[src/rtl/tkfv_pkg.sv]
`timescale 1ns / 1ps
// ----------------------------------------------------------------------------
// tkfv_pkg
// Shared types and constants for the top-k frequent values block.
// ----------------------------------------------------------------------------
package tkfv_pkg;

	localparam int VALUE_W          = 32;
	localparam int TOP_COUNT_W      = 7;
	localparam int RESULT_LIMIT     = 64;
	localparam int MAX_DISTINCT_DEF = 64;
	localparam int COUNT_WIDTH_DEF  = 16;

	typedef struct packed {
		logic signed [VALUE_W-1:0] value;
		logic                      is_last;
	} in_word_t;

	typedef struct packed {
		logic signed [VALUE_W-1:0] result_value;
		logic                      last_result;
		logic                      table_overflow;
	} out_word_t;

endpackage

[src/rtl/top_k_frequent_values.sv]
`timescale 1ns / 1ps
// ----------------------------------------------------------------------------
// top_k_frequent_values
// Counts distinct values of a set and reports the most frequent ones.
// ----------------------------------------------------------------------------
// Usage:
//   in_data carries one value of a set per word; is_last marks the final one.
//   Each word is matched against the table of distinct values by one shared
//   comparator that walks the table one entry at a time (registered memory
//   read, then compare and update). The block takes no new word until it is
//   through with the current one. After the last word the block reports
//   min(top_count, U) values on out_data, where U is the number of distinct
//   values in the table, a top_count of 0 counts as 1 and one above 64 as 64;
//   highest count first, ties by first appearance. Each reported value costs
//   one full table walk plus any output stall. last_result marks the final
//   report of the set; table_overflow is set on every report of a set in
//   which a new value found the table full. in_ready is high only while the
//   block waits for a word. The output register holds a word until out_ready
//   takes it; the next walk runs meanwhile and waits only to load its own
//   result. top_count is written through cfg_we/cfg_wdata; the user must
//   write it only while the block is idle, which the block does not enforce.
//   Reset empties the table, clears the overflow mark, sets top_count to 1.
// ----------------------------------------------------------------------------
module top_k_frequent_values
	import tkfv_pkg::*;
#(
	parameter int MAX_DISTINCT = MAX_DISTINCT_DEF,
	parameter int COUNT_WIDTH  = COUNT_WIDTH_DEF
) (
	input  logic                   clk,
	input  logic                   arst_n,
	input  logic                   in_valid,
	output logic                   in_ready,
	input  in_word_t               in_data,
	output logic                   out_valid,
	input  logic                   out_ready,
	output out_word_t              out_data,
	input  logic                   cfg_we,
	input  logic [TOP_COUNT_W-1:0] cfg_wdata
);

	localparam int IW = (MAX_DISTINCT > 1) ? $clog2(MAX_DISTINCT) : 1;
	localparam int CW = $clog2(MAX_DISTINCT + 1);
	localparam int NW = (CW > TOP_COUNT_W) ? CW : TOP_COUNT_W;

	localparam logic [2:0] S_IDLE   = 3'd0;
	localparam logic [2:0] S_MWAIT  = 3'd1;
	localparam logic [2:0] S_MCMP   = 3'd2;
	localparam logic [2:0] S_INSERT = 3'd3;
	localparam logic [2:0] S_SWAIT  = 3'd4;
	localparam logic [2:0] S_SCMP   = 3'd5;
	localparam logic [2:0] S_EMIT   = 3'd6;

	logic [2:0]               state_q;
	logic [TOP_COUNT_W-1:0]   top_count_q;
	logic [CW-1:0]            used_q;
	logic                     ovf_q;
	logic [IW-1:0]            idx_q;
	logic [VALUE_W-1:0]       val_q;
	logic                     last_q;

	logic [VALUE_W-1:0]       key_mem [MAX_DISTINCT];
	logic [COUNT_WIDTH-1:0]   cnt_mem [MAX_DISTINCT];
	logic [VALUE_W-1:0]       rd_key_q;
	logic [COUNT_WIDTH-1:0]   rd_cnt_q;

	logic                     mem_we;
	logic                     key_we;
	logic [IW-1:0]            wr_addr;
	logic [COUNT_WIDTH-1:0]   wr_cnt;

	// report walk
	logic [TOP_COUNT_W-1:0]   n_q;
	logic [TOP_COUNT_W-1:0]   r_q;
	logic                     first_q;
	logic [COUNT_WIDTH-1:0]   pc_q;
	logic [IW-1:0]            pi_q;
	logic                     found_q;
	logic [COUNT_WIDTH-1:0]   bc_q;
	logic [IW-1:0]            bi_q;
	logic [VALUE_W-1:0]       bkey_q;

	logic                     out_valid_q;
	out_word_t                out_q;

	logic                     walk_end;
	logic                     hit;
	logic                     eligible;
	logic                     take;
	logic                     out_free;
	logic                     final_pick;
	logic [TOP_COUNT_W-1:0]   want;
	logic [TOP_COUNT_W-1:0]   n_next;

	assign in_ready  = (state_q == S_IDLE);
	assign out_valid = out_valid_q;
	assign out_data  = out_q;

	assign walk_end   = ((CW'(idx_q) + CW'(1)) == used_q);
	assign hit        = (rd_key_q == val_q);
	assign eligible   = first_q || (rd_cnt_q < pc_q) ||
	                    ((rd_cnt_q == pc_q) && (idx_q > pi_q));
	assign take       = eligible && (!found_q || (rd_cnt_q > bc_q));
	assign out_free   = !out_valid_q || out_ready;
	assign final_pick = ((r_q + TOP_COUNT_W'(1)) == n_q);

	always_comb begin
		if (top_count_q == '0) begin
			want = TOP_COUNT_W'(1);
		end else if (top_count_q > TOP_COUNT_W'(RESULT_LIMIT)) begin
			want = TOP_COUNT_W'(RESULT_LIMIT);
		end else begin
			want = top_count_q;
		end
		if (NW'(used_q) < NW'(want)) begin
			n_next = TOP_COUNT_W'(used_q);
		end else begin
			n_next = want;
		end
	end

	// table write: count update on a hit, new entry on insert while the table has room
	always_comb begin
		mem_we  = 1'b0;
		key_we  = 1'b0;
		wr_addr = idx_q;
		wr_cnt  = rd_cnt_q;
		if (state_q == S_MCMP && hit) begin
			mem_we = 1'b1;
			if (rd_cnt_q != '1) begin
				wr_cnt = rd_cnt_q + COUNT_WIDTH'(1);
			end
		end else if (state_q == S_INSERT && used_q < CW'(MAX_DISTINCT)) begin
			mem_we  = 1'b1;
			key_we  = 1'b1;
			wr_addr = IW'(used_q);
			wr_cnt  = COUNT_WIDTH'(1);
		end
	end

	always_ff @(posedge clk) begin
		if (mem_we) begin
			cnt_mem[wr_addr] <= wr_cnt;
		end
		if (key_we) begin
			key_mem[wr_addr] <= val_q;
		end
		rd_key_q <= key_mem[idx_q];
		rd_cnt_q <= cnt_mem[idx_q];
	end

	always_ff @(posedge clk or negedge arst_n) begin
		if (!arst_n) begin
			top_count_q <= TOP_COUNT_W'(1);
		end else if (cfg_we) begin
			top_count_q <= cfg_wdata;
		end
	end

	always_ff @(posedge clk or negedge arst_n) begin
		if (!arst_n) begin
			state_q     <= S_IDLE;
			used_q      <= '0;
			ovf_q       <= 1'b0;
			idx_q       <= '0;
			n_q         <= '0;
			r_q         <= '0;
			first_q     <= 1'b1;
			found_q     <= 1'b0;
			out_valid_q <= 1'b0;
		end else begin
			if (state_q == S_EMIT && out_free) begin
				out_valid_q <= 1'b1;
			end else if (out_ready) begin
				out_valid_q <= 1'b0;
			end
			case (state_q)
				S_IDLE: begin
					if (in_valid) begin
						idx_q   <= '0;
						state_q <= (used_q == '0) ? S_INSERT : S_MWAIT;
					end
				end
				S_MWAIT: begin
					state_q <= S_MCMP;
				end
				S_MCMP: begin
					if (hit || walk_end) begin
						if (!hit) begin
							state_q <= S_INSERT;
						end else if (last_q) begin
							idx_q   <= '0;
							r_q     <= '0;
							n_q     <= n_next;
							first_q <= 1'b1;
							found_q <= 1'b0;
							state_q <= S_SWAIT;
						end else begin
							state_q <= S_IDLE;
						end
					end else begin
						idx_q   <= idx_q + IW'(1);
						state_q <= S_MWAIT;
					end
				end
				S_INSERT: begin
					if (used_q < CW'(MAX_DISTINCT)) begin
						used_q <= used_q + CW'(1);
					end else begin
						ovf_q <= 1'b1;
					end
					if (last_q) begin
						idx_q   <= '0;
						r_q     <= '0;
						// the new entry counts toward the report
						if (used_q < CW'(MAX_DISTINCT) &&
						    NW'(used_q) < NW'(want)) begin
							n_q <= TOP_COUNT_W'(used_q) + TOP_COUNT_W'(1);
						end else begin
							n_q <= n_next;
						end
						first_q <= 1'b1;
						found_q <= 1'b0;
						state_q <= S_SWAIT;
					end else begin
						state_q <= S_IDLE;
					end
				end
				S_SWAIT: begin
					state_q <= S_SCMP;
				end
				S_SCMP: begin
					if (take) begin
						found_q <= 1'b1;
					end
					if (walk_end) begin
						state_q <= S_EMIT;
					end else begin
						idx_q   <= idx_q + IW'(1);
						state_q <= S_SWAIT;
					end
				end
				S_EMIT: begin
					if (out_free) begin
						first_q     <= 1'b0;
						r_q         <= r_q + TOP_COUNT_W'(1);
						if (final_pick) begin
							used_q  <= '0;
							ovf_q   <= 1'b0;
							state_q <= S_IDLE;
						end else begin
							idx_q   <= '0;
							found_q <= 1'b0;
							state_q <= S_SWAIT;
						end
					end
				end
				default: begin
					state_q <= S_IDLE;
				end
			endcase
		end
	end

	// payload registers
	always_ff @(posedge clk) begin
		if (state_q == S_IDLE && in_valid) begin
			val_q  <= in_data.value;
			last_q <= in_data.is_last;
		end
		if (state_q == S_SCMP && take) begin
			bc_q   <= rd_cnt_q;
			bi_q   <= idx_q;
			bkey_q <= rd_key_q;
		end
		if (state_q == S_EMIT && out_free) begin
			out_q.result_value   <= bkey_q;
			out_q.last_result    <= final_pick;
			out_q.table_overflow <= ovf_q;
			// next pick must rank strictly below this one
			pc_q <= bc_q;
			pi_q <= bi_q;
		end
	end

endmodule
[config.mk]
export PLATFORM = sky130hd
export DESIGN_NAME = top_k_frequent_values
export DESIGN_NICKNAME = d
export VERILOG_FILES = /design/src/rtl/tkfv_pkg.sv /design/src/rtl/top_k_frequent_values.sv
export SDC_FILE = /design/constraint.sdc
export NUM_CORES = 2
export LEC_CHECK = 0
export ABC_AREA = 1
export BUFFER_PORTS_ARGS = -buffer_cell sky130_fd_sc_hd__buf_2
export CAP_MARGIN = 20
export CORE_MARGIN = 4
export CORE_UTILIZATION = 60
export CTS_BUF_LIST = sky130_fd_sc_hd__clkbuf_4 sky130_fd_sc_hd__clkbuf_8 sky130_fd_sc_hd__clkbuf_16
export DETAILED_ROUTE_END_ITERATION = 12
export PLACE_DENSITY = 0.76
export SYNTH_ARGS = -nofsm -noshare
export SYNTH_HDL_FRONTEND = slang
export SYNTH_SLANG_ARGS = --single-unit
[constraint.sdc]
create_clock -name clk -period 12.8 [get_ports clk]
set_clock_uncertainty 0.05 [all_clocks]
set_input_delay 2.56 -clock clk [delete_from_list [all_inputs] [get_ports clk]]
set_output_delay 2.56 -clock clk [all_outputs]
set_load 0.01 [all_outputs]
==> flow_summary.yaml <==
cts:
  clkSlewWorstSetupHoldPaths_ns: 0.06
  cts_resized: 0
  post-cts-setup-buffers: 0
  clk_path_buf_depth: 4
  numCtsBuffers: 336
  cts_root_buf: "clkbuf_16"
  ctsHoldBuffers: 0
  clk_latency_ns: 0.95
  cts_tree: "done"
  cts_sinks: 3304
  htree_levels: 5
global_route:
  grt_antenna_before_repair: 17
  grt_pass1_vias: 85460
  grt_pass1_wl_mm: 544.8
  grt_usage: 0.3263
  grt_overflow_total: 0
  grt_max_degree: 229
worst_setup_path:
  critPathMaxStageDelay_ns: 1.00
  cp_slowest_cell: "a21oi_1"
  rrSetupSlack_ns: 6.91
  cp-end-kind: "register"
  timing.rr.start: "idx_q[0]"
  reg2reg_depth: 10
  critPathArrivalTime_ns: 6.70
  startpoint: "idx_q[0]"
  worst_ep_required_time_ns: 13.61
  crit_chain: "buf_12, buf_4, buf_4, o21ai_0, o22ai_1, nand2_1, nand3_1, nand3_1, a21oi_1, or2_2"
  regToRegEndpoint: "rd_key_q[15]"
  critPathMaxFanout: 183
  crit_buf_inv: 3
  path_delay_family: "buffers and inverters"
  worst-setup-path-type: "register to register"
  crit_cells: 10
  start_kind: "register"
finish:
  layout_common_cells: "edfxtp_1, nor2_1, o21ai_0"
  fin_nets: 10390
  mostFrequentLayoutCell: "edfxtp_1"
  drive_gt1_frac: 0.09889
  area_growth_pct: 11.33
floorplan:
  die_area_um2: 225800
  start_util: 0.6029
  rows: 171
  io-pin-count: 81
  coreArea_um2: 217200
  die_width_um: 475.1
  fp.dieH_um: 475.1
synth:
  synth_edf_count: 3215
  seq_area_frac_synth: 0.7525
  syn_nets: 10400
  synthTopCellsByArea: "edfxtp_1, o21ai_0, nor2_1, o22ai_1, nand2_1"
  yosysUniqueCellTypes: 49
  synth_async_sr_flop_share: 0.01241
  synthFlopType: "edfxtp_1"
  synth_cells: 10310
  yosys_warnings: 0
  synth_top_area_frac: 0.7373
  avgSynthCellArea_um2: 12.70
  synth_area_um2: 130900
  synth_seq_cells: 3304
  yosysTopAreaCell: "edfxtp_1"
pwr:
  powerDensity_nw_per_um2: 208.8
  p_leak_uw: 0.04877
  finalPower_uw: 30440
  peakVddDrop_mv: 0.2313
sta:
  post-route-period-util: 0.4605
  setup_viol: 0
  rsz0062_at_grt: "no"
  worstMarginPinSlew_ns: 1.169
  timing.hold.ws_ns: 0.3558
  period_minus_slack_ns: 5.894
  max_freq_mhz: 169.7
  final-max-slew-violation-count: 0
  finalSetupTns_ns: 0
  final_hold_viol_count: 0
  relSlewSlack: 0.2206
run_status:
  status: "completed"
placement:
  port_buffers: 80
  dp_hpwl_mm: 193.5
  routabilityCongestion: 0.8703
drt:
  initialDrtViolationCount: 14670
  drtPass1Iterations: 8
  viasPerCell: 6.652
  drtAntennaViolNets: 0
  wl_mm: 373.7
  remaining_drc_errors: 0
  vias: 89110
  wire_per_inst_um: 27.90
worst_hold_path:
  min-delay-start: "bkey_q[22]"
  hold_end: "out_data[24]"
  hold_depth: 0
  hp-class: "register to register"
job:
  cap_violations: 0
-- per-stage QoR --
stage                     area [um2]  worst slack [ns]    util  std cells
final                         145800             6.906  0.6712      13400
after global routing          145800             6.883  0.6712      13390
after CTS                     145700             7.328  0.6710      13390
after detailed placement      135000             7.405  0.6218      12810
after global placement        135000             7.413  0.6218      12810
after floorplan               130900             6.920       -      10310
-- sequential cells by signal (all words and copies together) (netlist names), 3 cells and up --
register,cells
top_count_q,7
state_q,3
pc_q,16
r_q,7
n_q,7
used_q,7
bc_q,16
pi_q,6
idx_q,6
cnt_mem,1024
bkey_q,32
rd_cnt_q,16
rd_key_q,32
key_mem,2048
out_data,34
bi_q,6
val_q,32
-- cell type report --
class / instances / area, um2
flip-flops and latches: 3304 / 98550
fillers: 14390 / 71400
multi-input cells: 6139 / 29730
clock buffers: 451 / 9525
well taps: 2854 / 3571
repair buffers: 341 / 2547
clock inverters: 132 / 1152
inverters: 170 / 675.6
diodes: 5 / 12.51
-- worst max-delay path by stage --
stage	endpoint	slack [ns]
2_1_floorplan	r_q[2]	6.92
3_3_place_gp	rd_key_q[19]	7.41
3_5_place_dp	rd_key_q[19]	7.41
4_1_cts	rd_key_q[19]	7.33
5_1_grt	rd_key_q[15]	6.88
6_report	rd_key_q[15]	6.91
-- cell families (layout without fill, tap and decap cells) --
family | count (synthesis) | count (layout) | synth area share
xor gates and xnor gates | 28 | 28 | 0.001873
buffers and inverters | 865 | 1094 | 0.02561
adders and majority gates | 49 | 49 | 0.004682
DFF | 3304 | 3304 | 0.7525
AOI/OAI and AO/OA | 2713 | 2713 | 0.1130
other | 0 | 5 | 0
and+or+nand+nor | 3344 | 3344 | 0.1019
muxes | 5 | 5 | 0.0004204
-- Yosys cell counts, types with 27 or more instances --
cell type     n
a21oi_1      79
buf_1        62
buf_2        73
clkbuf_1    557
dfrtp_1      39
dfxtp_1      48
edfxtp_1   3215
ha_1         49
inv_1       157
nand2_1     977
nand3_1     404
nor2_1     1882
o211ai_1     38
o21ai_0    1737
o22ai_1     824
or2_2        27
-- power by group --
group          leakage [uW]  internal (uW)  switching [uW]  total (uW)
logic                0.0136           1890            5570        7450
clock network       0.00536           5600            3920        9530
registers            0.0298          13000             412       13500
total                0.0488          20500            9900       30400
-- layer usage --
metal | share of wire | global-route usage | wire length [um]
met1 | 0.35 | 0.4434 | 129300
met2 | 0.45 | 0.4994 | 169800
met3 | 0.14 | 0.07544 | 52690
met5 | 0.000070 | 0 | 26
met4 | 0.058 | 0.1675 | 21850
No activity file was read; power rests on OpenSTA's default activity.
